## config.mk

```make
export PLATFORM = sky130hd
export DESIGN_NAME = sstk_divider
export DESIGN_NICKNAME = d
export VERILOG_FILES = /design/src/rtl/sstk_pkg.sv /design/src/rtl/sstk_divider.sv
export SDC_FILE = /design/constraint.sdc
export NUM_CORES = 1
export LEC_CHECK = 0
export ABC_AREA = 1
export BUFFER_PORTS_ARGS = -buffer_cell sky130_fd_sc_hd__buf_2
export CAP_MARGIN = 0
export CELL_PAD_IN_SITES_DETAIL_PLACEMENT = 1
export CELL_PAD_IN_SITES_GLOBAL_PLACEMENT = 2
export CORE_MARGIN = 8
export CORE_UTILIZATION = 30
export CTS_BUF_LIST = sky130_fd_sc_hd__clkbuf_8
export DETAILED_ROUTE_END_ITERATION = 8
export GPL_TIMING_DRIVEN = 0
export PLACE_DENSITY_LB_ADDON = 0.1
export SLEW_MARGIN = 40
export SYNTH_ARGS = -nofsm -noshare
export SYNTH_HDL_FRONTEND = slang
export SYNTH_SLANG_ARGS = --single-unit
export TNS_END_PERCENT = 5
```

## constraint.sdc

```tcl
create_clock -name clk_i -period 2.7 [get_ports clk_i]
set_input_delay 0 -clock clk_i [delete_from_list [all_inputs] [get_ports clk_i]]
set_output_delay 0 -clock clk_i [all_outputs]
set_load 0.02 [all_outputs]
```

## src/rtl/sstk_pkg.sv

```systemverilog
package sstk_pkg;

  typedef enum logic [1:0] {
    OP_ADD      = 2'd0,
    OP_DISPATCH = 2'd1,
    OP_REPORT   = 2'd2,
    OP_NONE     = 2'd3
  } op_e;

  typedef enum logic [1:0] {
    ST_OK       = 2'd0,
    ST_FULL     = 2'd1,
    ST_NO_SRV   = 2'd2,
    ST_BAD_IDX  = 2'd3
  } status_e;

  localparam logic [1:0] REG_ALPHA      = 2'd0;
  localparam logic [1:0] REG_REDUNDANCY = 2'd1;

  localparam logic [31:0] LAT_INIT   = 32'd100 << 16;
  localparam logic [16:0] ONE_Q16    = 17'h10000;
  localparam logic [31:0] FRESH_SECS = 32'd60;

  typedef struct packed {
    logic        start;
    logic [48:0] dividend;
    logic [32:0] divisor;
  } div_req_t;

  typedef struct packed {
    logic        done;
    logic [48:0] quotient;
  } div_rsp_t;

endpackage

```

## src/rtl/sstk_divider.sv

```systemverilog
module sstk_divider
  import sstk_pkg::*;
(
  input  logic     clk_i,
  input  logic     rst_ni,
  input  div_req_t req_i,
  output div_rsp_t rsp_o
);

  localparam int unsigned NBits = 49;

  logic [48:0] quo_q, quo_d;
  logic [33:0] rem_q, rem_d;
  logic [32:0] dvs_q, dvs_d;
  logic [5:0]  cnt_q, cnt_d;
  logic        busy_q, busy_d;
  logic        done_q, done_d;
  logic [33:0] trial;

  always_comb begin
    quo_d  = quo_q;
    rem_d  = rem_q;
    dvs_d  = dvs_q;
    cnt_d  = cnt_q;
    busy_d = busy_q;
    done_d = 1'b0;
    trial  = {rem_q[32:0], quo_q[48]};
    if (req_i.start) begin
      quo_d  = req_i.dividend;
      rem_d  = '0;
      dvs_d  = req_i.divisor;
      cnt_d  = 6'(NBits);
      busy_d = 1'b1;
    end else if (busy_q) begin
      if (trial >= {1'b0, dvs_q}) begin
        rem_d = trial - {1'b0, dvs_q};
        quo_d = {quo_q[47:0], 1'b1};
      end else begin
        rem_d = trial;
        quo_d = {quo_q[47:0], 1'b0};
      end
      cnt_d = cnt_q - 6'd1;
      if (cnt_q == 6'd1) begin
        busy_d = 1'b0;
        done_d = 1'b1;
      end
    end
  end

  always_ff @(posedge clk_i or negedge rst_ni) begin
    if (!rst_ni) begin
      busy_q <= 1'b0;
      done_q <= 1'b0;
      cnt_q  <= '0;
    end else begin
      busy_q <= busy_d;
      done_q <= done_d;
      cnt_q  <= cnt_d;
    end
  end

  always_ff @(posedge clk_i) begin
    quo_q <= quo_d;
    rem_q <= rem_d;
    dvs_q <= dvs_d;
  end

  assign rsp_o.done     = done_q;
  assign rsp_o.quotient = quo_q;

endmodule

```

==> Yosys cells after proc, flatten, opt, wreduce, memory -nomap -nowiden <==
Cells that the tools add are included.
{ "word_totals": {"ff_bits": 123, "latchBits": 0, "ramBits": 0, "rom_bits": 0, "in_bits": 85, "output_inout_bits": 50, "elab_cells": 23, "mem_count": 0} }
{ "op_classes": {"add_sub_neg": 2, "multipliers": 0, "div": 0, "magnitude_cmp": 1, "n_eq_ne": 1, "shift": 0, "mux": 12, "n_bitwise": 0, "n_reduce_logical": 1} }
{ "op_table": {"columns": ["operator", "n"], "rows": [
  ["$mux 49", 2],
  ["$ge 34x33->1", 1],
  ["$mux 33", 1],
  ["$sub 33x33->33", 1],
  ["$mux 6", 2],
  ["$mux 1", 7],
  ["$eq 6x1->1 const B", 1],
  ["$sub 6x1->6 const B", 1],
  ["$reduce_bool 2->1", 1]
]} }

==> Longest topological paths before layout <==
Gate-level depths: netlist (run 1).
{ "logic_depth": {"ltp_word": 4, "depth_mapped": 17, "mapped_depth_nobuf": 16} }

==> Worst setup path after synthesis (run 1) <==
OpenSTA, ideal clock, no wires.
{ "synth_path": {"kind": "flip-flop to flip-flop", "startpoint": "register busy_q", "endpoint": "register quo_q[0], enable pin", "setup_ps": 433, "arrival_time_ps": 2137, "required_time_ps": 2267, "setup_slack_ps": 130, "stages_incl_launch_ff": 4, "period_less_slack_ps": 2570, "cell_sequence": "dfrtp_1 nor2_1 inv_1 clkbuf_1"} }
{ "synth_via": {"elab_chain_len": 1} }
{ "synth_rtl": {"columns": ["element", "line", "rtl"], "rows": [
  ["from (decl)", "sstk_divider.sv:16", "logic busy_q, busy_d;"],
  ["from (signal assigned)", "sstk_divider.sv:56", "busy_q <= busy_d;"],
  ["$reduce_bool 2->1 (no line)", null, null],
  ["to (signal assigned)", "sstk_divider.sv:63", "quo_q <= quo_d;"],
  ["to (decl)", "sstk_divider.sv:12", "logic [48:0] quo_q, quo_d;"]
]} }
Every way passes these cells.
A chain may end at the register's enable or synchronous reset.

==> Final worst setup path (run 1) <==
{ "layout_path": {"startpoint": "register quo_q[48]", "endpoint": "register rem_q[13]"} }
{ "layout_via": {"elab_chain_len": 2} }
{ "layout_rtl": {"columns": ["element", "line", "rtl"], "rows": [
  ["$sub 33x33->33 or $ge 34x33->1 (tied branches)", "sstk_divider.sv:36, sstk_divider.sv:35", null],
  ["$mux 33 (*)", "sstk_divider.sv:35", "if (trial >= {1'b0, dvs_q}) begin"],
  ["to (signal assigned)", "sstk_divider.sv:64", "rem_q <= rem_d;"],
  ["to (decl)", "sstk_divider.sv:13", "logic [33:0] rem_q, rem_d;"]
]} }
Mark *: on every way between the ends. The rest lies on a longest branch, timed or not.

==> impl_metrics.env, run 1 <==
export IMPL_drive_gt1_frac=0.1690
export IMPL_ys_ff_latch=123
export IMPL_worstSetupStartpointType="flop"
export IMPL_dr_first_iter_drc_count=304
export IMPL_routed_wl_mm=27.26
export IMPL_cap_violations=0
export IMPL_wl_per_cell_um=16.12
export IMPL_rsz0062_at_grt="no"
export IMPL_grt_overflow=0
export IMPL_setup_violations=0
export IMPL_tightest_slew_ps=764.7
export IMPL_yosys_warnings=0
export IMPL_num_rows=59
export IMPL_status="complete, no violations"
export IMPL_power_density_nw_per_um2=885.8
export IMPL_postCtsSetupBuffers=0
export IMPL_final_area_um2=10320
export IMPL_finalWorstSetupSlack_ps=189.9
export IMPL_die_w_um=178.8
export IMPL_slew_violations=0
export IMPL_ios=135
export IMPL_grt_most_used_layer="met2"
export IMPL_post_route_min_period_ps=2510
export IMPL_critPathMaxFanout=10
export IMPL_dieHeight_um=178.8
export IMPL_final_cells=1691
export IMPL_syn_inst=1104
export IMPL_hold_viol_final=0
export IMPL_die_area_um2=31980
export IMPL_drcViolationCount=0
export IMPL_synth_top_family_by_area="simple AND/OR/NAND/NOR gates"
export IMPL_end_kind="flop"
export IMPL_muxShareOfSynthArea=0
export IMPL_place_ws_ps=50.41
export IMPL_synthAdderAreaFrac=0.05757
export IMPL_grt_util_met3=0.04423
export IMPL_use_met2=0.2975
export IMPL_grt_pass1_vias=8323
export IMPL_cts_buffer_depth=2
export IMPL_clk_latency_ps=470
export IMPL_grt_pass1_wl_mm=44.18
export IMPL_syn_area_per_cell_um2=7.206
export IMPL_synth_area_um2=7955
export IMPL_tritoncts="built"
export IMPL_globalplace_congestion=0.8191
export IMPL_synth_top_area_frac=0.3095
export IMPL_synth_top_area_cell="edfxtp_1"
export IMPL_synthFlopType="edfxtp_1"
export IMPL_vdd_ir_drop_max_mv=0.3137
export IMPL_clock_sinks=123
export IMPL_area_delta_synth_final_pct=29.68
export IMPL_core_area_um2=26060
export IMPL_numCtsBuffers=17
export IMPL_grt_start_max_net_pins=36
export IMPL_start_util=0.3053
export IMPL_crit_type="reg2reg"
export IMPL_synth_xor_area_frac=0.01651
export IMPL_dp_hpwl_mm=20.90
export IMPL_port_buffers=134
export IMPL_via_count=7603
export IMPL_synth_compound_area_share=0.03350
export IMPL_drtPass1Iterations=4
export IMPL_p_total_uw=9138
export IMPL_fin_crit_sh=0.9297
export IMPL_finalClockSkew_ps=19.75
export IMPL_synthSimpleGateAreaFrac=0.3652
export IMPL_ant_nets=0
export IMPL_dp_cells=1574
export IMPL_clk_pin_slew_ps=110
export IMPL_maxSlewHeadroom=0.4902
export IMPL_worstPathRequired_ps=3060
export IMPL_hold_path_class="in2reg"
export IMPL_yosysSeqAreaShare=0.4177
export IMPL_track_usage=0.1780
export IMPL_async_flop_share=0.06504
export IMPL_clock_fmax_ghz=0.3984
export IMPL_place_area_um2=9071
export IMPL_ctsHtreeMaxLevel=4
export IMPL_antenna_found_initial=1
export IMPL_grtUsageMet1=0.2258
export IMPL_synth_nets=1225
export IMPL_holdWs_ps=35.79
export IMPL_final_nets=1463
export IMPL_critPathArrivalTime_ps=2870
export IMPL_leakage_uw=0.005455
export IMPL_clockRootBuffer="clkbuf_8"
export IMPL_routed_via_density=4.496
export IMPL_synth_area_top_cells="edfxtp_1 (31%), nand2_1 (22%), dfxtp_1 (8.3%)"
export IMPL_ys_types=44
export IMPL_synth_edf_count=82
## where the power goes
part	total [µW]	internal, µW	leakage [µW]	switching, µW
Sequential	2590	2380	0.00123	218
Combinational	4800	1730	0.00403	3070
Clock	1740	707	0.000201	1040
Total	9140	4810	0.00546	4330
## area by class of cell
cell class / instances / area, µm²
Sequential cell: 123 / 3323
Multi-Input combinational cell: 764 / 3764
Clock inverter: 15 / 162.7
Buffer: 27 / 163.9
Fill cell: 3259 / 15740
Timing Repair Buffer: 219 / 1534
Inverter: 190 / 713.2
Tap cell: 335 / 419.2
Antenna cell: 1 / 2.502
Clock buffer: 17 / 234.0
## cell families (layout without fill, tap and decap cells)
group | count (synthesis) | in the layout
XOR/XNOR | 15 | 15
other | 0 | 1
AO/OA/AOI/OAI | 49 | 49
adder cells (fa/ha/maj) | 36 | 36
buffers and inverters | 217 | 468
flip-flops | 123 | 123
AND/OR/NAND/NOR | 664 | 664
## worst max-delay path, stage by stage (launching register included)
cell and delay (ps):
edfxtp_1 390, inv_1 100, ha_1 140, inv_1 110, fa_2 410, nand3_1 120, nand3_2 160, nand2_2 120
nand2_2 80, nand2_4 170, buf_4 240, nand3b_1 120, nand3_1 170, nand2_1 70
## synthesized netlist by cell type, types with 2 or more instances
cell,count
nand2_1,465
inv_1,175
nand3_1,89
edfxtp_1,82
ha_1,35
nor2_1,35
dfxtp_1,33
a21oi_1,23
nand2_2,15
clkbuf_1,14
xnor2_1,14
nand3b_1,13
inv_2,12
o21ai_1,11
nand4_1,10
dfrtp_1,8
nor3_1,8
and2_1,7
nor2_2,6
o21ai_0,6
buf_6,5
o21bai_1,5
buf_4,4
buf_2,3
clkinv_1,3
nand2_4,2
nor2_4,2
nor2_8,2
nor4_1,2
## flip-flops by register name (all words and copies together) (netlist names)
name,count
rem_q,33
quo_q,49
done_q,1
busy_q,1
cnt_q,6
dvs_q,33
## timing repair
action                                  CTS  global route
gates resized for setup                   0             3
endpoints found under the hold margin    90             0
endpoints found under the setup margin    0            13
hold buffers                             84             0
## layout by cell type, fill, tap and decap left out, types with 2 or more instances in the layout
cell type / instances
a21oi_1: 23
nand2_1: 465
nand2_4: 2
clkinv_8: 2
o21bai_1: 5
nand3_1: 89
nor3_1: 8
clkbuf_8: 17
buf_2: 135
buf_6: 5
inv_1: 175
dfrtp_1: 8
dfxtp_1: 33
nand2_2: 15
nor2_8: 2
nor2_1: 35
nor4_1: 2
dlygate4sd3_1: 84
nor2_2: 6
nand4_1: 10
clkbuf_1: 13
inv_6: 5
nand3b_1: 13
inv_8: 7
clkinv_1: 3
xnor2_1: 14
o21ai_0: 6
inv_2: 12
and2_1: 7
edfxtp_1: 82
nor2_4: 2
buf_4: 6
o21ai_1: 11
ha_1: 35
## stage by stage
stage / utilization / TNS (ps)
detailed placement: 0.3481 / 0
finish: 0.3959 / 0
CTS: 0.3956 / 0
global placement: 0.3471 / -117150
floorplan: - / 0
global route: 0.3959 / 0
## metal layers
metal  wire [µm]  vias up
li1            -     3916
met1       12690     3514
met2       12600      153
met3        1588       20
met4         370        0
met5           0        -
## path summary, 6_finish.rpt
| check | from | end | slack (ps) | depth (start not counted) |
|---|---|---|---|---|
| worst min-delay path | req_i[82] | dvs_q[31] | 40 | 1 |
| min in group asynchronous | rst_ni | cnt_q[5] | 510 | 3 |
| worst max-delay path | quo_q[48] | rem_q[13] | 190 | 13 |
| worst max register to register | quo_q[48] | rem_q[13] | 190 | 13 |
| max in group asynchronous | rst_ni | cnt_q[0] | 1900 | 3 |
| worst min register to register | rem_q[17] | rem_q[17] | 470 | 2 |
(Power assumes the default switching activity.)
==> inputs of run 2 (changes only) <==
clock period = 2.3 ns   (was 2.7 ns; I/O delays follow)
==> impl_metrics.env, run 2 (synthesis results as in run 1) <==
export IMPL_via_count=7595
export IMPL_maxSlewHeadroom=0.5136
export IMPL_core_area_um2=26060
export IMPL_hold_path_class="in2reg"
export IMPL_clk_latency_ps=460
export IMPL_drtPass1Iterations=4
export IMPL_setup_violations=0
export IMPL_tritoncts="built"
export IMPL_hold_viol_final=0
export IMPL_post_route_min_period_ps=2193
export IMPL_die_w_um=178.8
export IMPL_final_common_cell="nand2_1"
export IMPL_power_density_nw_per_um2=1075
export IMPL_globalplace_congestion=0.8403
export IMPL_worstPathRequired_ps=2690
export IMPL_final_cell_mix="nand2_1 (449), inv_1 (169), buf_2 (135)"
export IMPL_critPathArrivalTime_ps=2590
export IMPL_place_area_um2=9057
export IMPL_dp_hpwl_mm=20.83
export IMPL_critPathMaxFanout=10
export IMPL_grt_pass1_wl_mm=43.82
export IMPL_final_nets=1473
export IMPL_die_area_um2=31980
export IMPL_grt_start_max_net_pins=59
export IMPL_wl_per_cell_um=16.24
export IMPL_track_usage=0.1765
export IMPL_num_rows=59
export IMPL_clock_sinks=123
export IMPL_numCtsBuffers=17
export IMPL_cts_buffer_depth=2
export IMPL_drcViolationCount=0
export IMPL_port_buffers=134
export IMPL_crit_type="reg2reg"
export IMPL_dieHeight_um=178.8
export IMPL_largest_register="quo_q"
export IMPL_vdd_ir_drop_max_mv=0.3700
export IMPL_clockRootBuffer="clkbuf_8"
export IMPL_dr_first_iter_drc_count=250
export IMPL_drive_gt1_frac=0.2117
export IMPL_tightest_slew_ps=729.6
export IMPL_final_cells=1700
export IMPL_top_regs="quo_q: 49 flops, dvs_q: 33 flops, rem_q: 33 flops"
export IMPL_cap_violations=0
export IMPL_rsz0062_at_grt="yes"
export IMPL_antennaDiodeCount=0
export IMPL_grt_pass1_vias=8267
export IMPL_fin_util=0.4129
export IMPL_largest_register_ffs=49
export IMPL_finalClockSkew_ps=23.78
export IMPL_ios=135
export IMPL_slew_violations=0
export IMPL_worstSetupStartpointType="flop"
export IMPL_start_util=0.3053
export IMPL_clk_pin_slew_ps=110
export IMPL_routed_wl_mm=27.61
export IMPL_area_delta_synth_final_pct=35.26
export IMPL_ant_nets=0
export IMPL_routed_via_density=4.468
export IMPL_fin_crit_sh=0.9534
export IMPL_clock_fmax_ghz=0.4560
export IMPL_ctsHtreeMaxLevel=4
export IMPL_end_kind="flop"
export IMPL_leakage_uw=0.005534
export IMPL_final_area_um2=10760
export IMPL_grt_overflow=0
export IMPL_antenna_found_initial=0
export IMPL_holdWs_ps=50.63
export IMPL_n_fill_cell=3256
export IMPL_status="complete, no violations"
export IMPL_dp_cells=1573
## run 2: cell count changes in the layout (fill, tap and decap cells not counted), moves of 3 or more
cell / previous run / this run
nand2_4: 2 / 6
nand2_1: 465 / 449
nand2_2: 15 / 26
nand3_2: 1 / 4
inv_8: 7 / 4
buf_4: 6 / 9
ha_1: 35 / 14
inv_2: 12 / 18
nand3_1: 89 / 85
ha_4: 0 / 11
buf_8: 0 / 4
inv_1: 175 / 169
ha_2: 0 / 10
## run 2: cell type report
cell class                      instances  area, µm²  area share
Timing Repair Buffer                  229       1639      0.1523
Sequential cell                       123       3323      0.3088
Clock inverter                         15      177.7     0.01651
Clock buffer                           17      234.0     0.02174
Buffer                                 27      209.0     0.01942
Inverter                              190      713.2     0.06628
Tap cell                              335      419.2     0.03895
Multi-Input combinational cell        764       4045      0.3759
## run 2: final timing paths
| kind | start | endpoint | slack (ps) | cells past startpoint |
|---|---|---|---|---|
| max | quo_q[48] | rem_q[16] | 110 | 14 |
| min | req_i[82] | dvs_q[31] | 50 | 1 |
| max reg2reg | quo_q[48] | rem_q[16] | 110 | 14 |
| min reg2reg | rem_q[16] | rem_q[16] | 480 | 2 |
| max in group asynchronous | rst_ni | cnt_q[1] | 1480 | 3 |
| min in group asynchronous | rst_ni | cnt_q[4] | 520 | 3 |
## run 2: critical path: stages (launching register included)
cell,delay (ps)
edfxtp_1,420
inv_2,80
ha_1,160
inv_2,80
fa_2,390
nand3_2,110
nand3_4,100
nand2_4,80
nand2_4,70
nand2_8,100
nand2_8,70
buf_8,160
nand2_1,70
nand3_1,130
nand2_1,90
## run 2: layer usage
layer | routed length, µm | GRT usage | up-vias
met5 | 0 | 0 | -
met4 | 229 | 0.03238 | 0
met3 | 1517 | 0.05160 | 12
met2 | 12770 | 0.2943 | 145
met1 | 13090 | 0.2244 | 3497
li1 | - | - | 3941
## run 2: timing repair
item,4_1_cts,5_1_grt
gates resized for setup,16,66
hold buffers,84,0
pin swaps,1,10
endpoints found under the setup margin,34,34
cloned,0,2
endpoints found under the hold margin,90,0
setup buffers,2,7
## run 2: per-stage QoR
step           TNS [ps]  power (µW)  setup WS, ps
2_1_floorplan         0        7058         68.36
3_3_place_gp     -66580        8617         -1083
3_5_place_dp      -9087        8654        -354.5
4_1_cts          -30.78       11060        -16.59
5_1_grt          -233.5       12600        -32.49
6_report              0       11570         107.3
## run 2: power breakdown
group	total, µW	switching (µW)	leakage, µW	internal [µW]
logic	6310	3800	0.00410	2520
registers	3100	309	0.00123	2790
clock network	2160	1140	0.000208	1010
==> inputs of run 3 (changes only) <==
SETUP_SLACK_MARGIN = 0.5   (was not set)
SKIP_CTS_REPAIR_TIMING = 1   (was not set)
==> impl_metrics.env, run 3 (synthesis results as in run 1) <==
export IMPL_status="complete, no violations"
export IMPL_port_buffers=134
export IMPL_drcViolationCount=0
export IMPL_final_cells=1723
export IMPL_crit_chain="inv_2 -> ha_4 -> inv_2 -> fa_2 -> nand3_2 -> nand3_4 -> nand2_4 -> nand2_4 -> nand2_8 -> nand2_8 -> buf_12 -> nand2_1 -> nand3_2 -> nand2_1"
export IMPL_place_ws_ps=-354.5
export IMPL_numCtsBuffers=17
export IMPL_n_fill_cell=3221
export IMPL_grt_overflow=0
export IMPL_post_route_min_period_ps=2223
export IMPL_clk_pin_slew_ps=100
export IMPL_dr_first_iter_drc_count=311
export IMPL_cp_top_family="simple AND/OR/NAND/NOR gates"
export IMPL_grt_pass1_wl_mm=41.83
export IMPL_cap_violations=0
export IMPL_drive_gt1_frac=0.2507
export IMPL_end_kind="flop"
export IMPL_num_rows=59
export IMPL_final_common_cell="nand2_1"
export IMPL_core_area_um2=26060
export IMPL_largest_register_ffs=49
export IMPL_clk_latency_ps=460
export IMPL_drtPass1Iterations=4
export IMPL_critPathArrivalTime_ps=2620
export IMPL_die_area_um2=31980
export IMPL_area_delta_synth_final_pct=43.14
export IMPL_worstPathRequired_ps=2690
export IMPL_antenna_found_initial=0
export IMPL_rsz0062_at_grt="yes"
export IMPL_maxSlewHeadroom=0.5225
export IMPL_fin_util=0.4370
export IMPL_largest_register="quo_q"
export IMPL_clock_sinks=123
export IMPL_vdd_ir_drop_max_mv=0.3862
export IMPL_track_usage=0.1698
export IMPL_antennaDiodeCount=0
export IMPL_crit_buf_inv=3
export IMPL_routed_via_density=4.500
export IMPL_globalplace_congestion=0.8403
export IMPL_leakage_uw=0.005754
export IMPL_final_nets=1496
export IMPL_hold_path_class="in2reg"
export IMPL_final_cell_mix="nand2_1 (435), inv_1 (168), buf_2 (135)"
export IMPL_die_w_um=178.8
export IMPL_finalWorstSetupSlack_ps=77.06
export IMPL_grt_most_used_layer="met2"
export IMPL_ant_nets=0
export IMPL_cp_slowest_stage_delay_ps=420
export IMPL_finalClockSkew_ps=23.22
export IMPL_wl_per_cell_um=16.55
export IMPL_via_count=7753
export IMPL_hold_viol_final=0
export IMPL_cts_buffer_depth=2
export IMPL_power_density_nw_per_um2=1113
export IMPL_setup_tns_ps=0
export IMPL_start_util=0.3053
export IMPL_crit_type="reg2reg"
export IMPL_tightest_slew_ps=716.2
export IMPL_clock_fmax_ghz=0.4499
export IMPL_fin_crit_sh=0.9665
export IMPL_slowest_stage="edfxtp_1"
export IMPL_dieHeight_um=178.8
export IMPL_critPathMaxFanout=7
export IMPL_slew_violations=0
export IMPL_dp_cells=1573
export IMPL_ctsHtreeMaxLevel=4
export IMPL_grt_start_max_net_pins=59
export IMPL_holdWs_ps=52.76
export IMPL_grtUsageMet1=0.2174
export IMPL_use_met2=0.2733
export IMPL_ios=135
export IMPL_clockRootBuffer="clkbuf_8"
export IMPL_worstSetupStartpointType="flop"
export IMPL_tritoncts="built"
export IMPL_routed_wl_mm=28.51
export IMPL_top_regs="quo_q: 49 flops, dvs_q: 33 flops, rem_q: 33 flops"
export IMPL_setup_violations=0
export IMPL_grt_pass1_vias=7783
export IMPL_dp_hpwl_mm=20.83
export IMPL_grt_util_met3=0.05960
run 3: cell count changes in the layout (fill, tap and decap cells not counted), sizes merged:
cell / delta
buf: +20
clkbuf: +3
run 3: cell type report:
class	instances	area, µm²	area share
multi-input cells	764	4387	0.3852
flip-flops and latches	123	3324	0.2919
repair buffers	252	1897	0.1666
inverters	190	713.2	0.06263
well taps	335	419.2	0.03681
plain buffers	27	235.2	0.02066
clock buffers	17	234.0	0.02055
clock inverters	15	177.7	0.01560
run 3: layer usage:
layer  vias up  share of wire
met5         -              0
met4         0         0.0093
met3        12          0.053
met2       144           0.47
met1      3610           0.47
li1       3987              -
run 3: final timing paths:
path                           start   endpoint  slack, ps  cells after the start
max                        quo_q[48]  rem_q[16]         80                     14
min                        req_i[82]  dvs_q[31]         50                      1
max reg2reg                quo_q[48]  rem_q[16]         80                     14
min reg2reg                rem_q[32]  rem_q[32]        480                      2
max in group asynchronous     rst_ni   cnt_q[0]       1480                      3
min in group asynchronous     rst_ni   cnt_q[4]        520                      3
run 3: stage by stage:
step	power [µW]	area (µm²)
after floorplan	7058	7956
after global placement	8617	9046
after detailed placement	8654	9057
after CTS	10880	9469
after global routing	13690	11390
final	12680	11390
run 3: worst reg2reg max path: stages (launching register included):
cell and delay, ps:
edfxtp_1 420, inv_2 100, ha_4 130, inv_2 40
fa_2 400, nand3_2 110, nand3_4 110, nand2_4 100
nand2_4 80, nand2_8 140, nand2_8 120, buf_12 180
nand2_1 80, nand3_2 90, nand2_1 80
run 3: report_power, final:
| part | internal, µW | switching, µW | leakage (µW) |
|---|---|---|---|
| Combinational | 3180 | 4180 | 0.00432 |
| Clock | 1010 | 1150 | 0.000208 |
| Sequential | 2790 | 373 | 0.00123 |
| Total | 6980 | 5700 | 0.00575 |
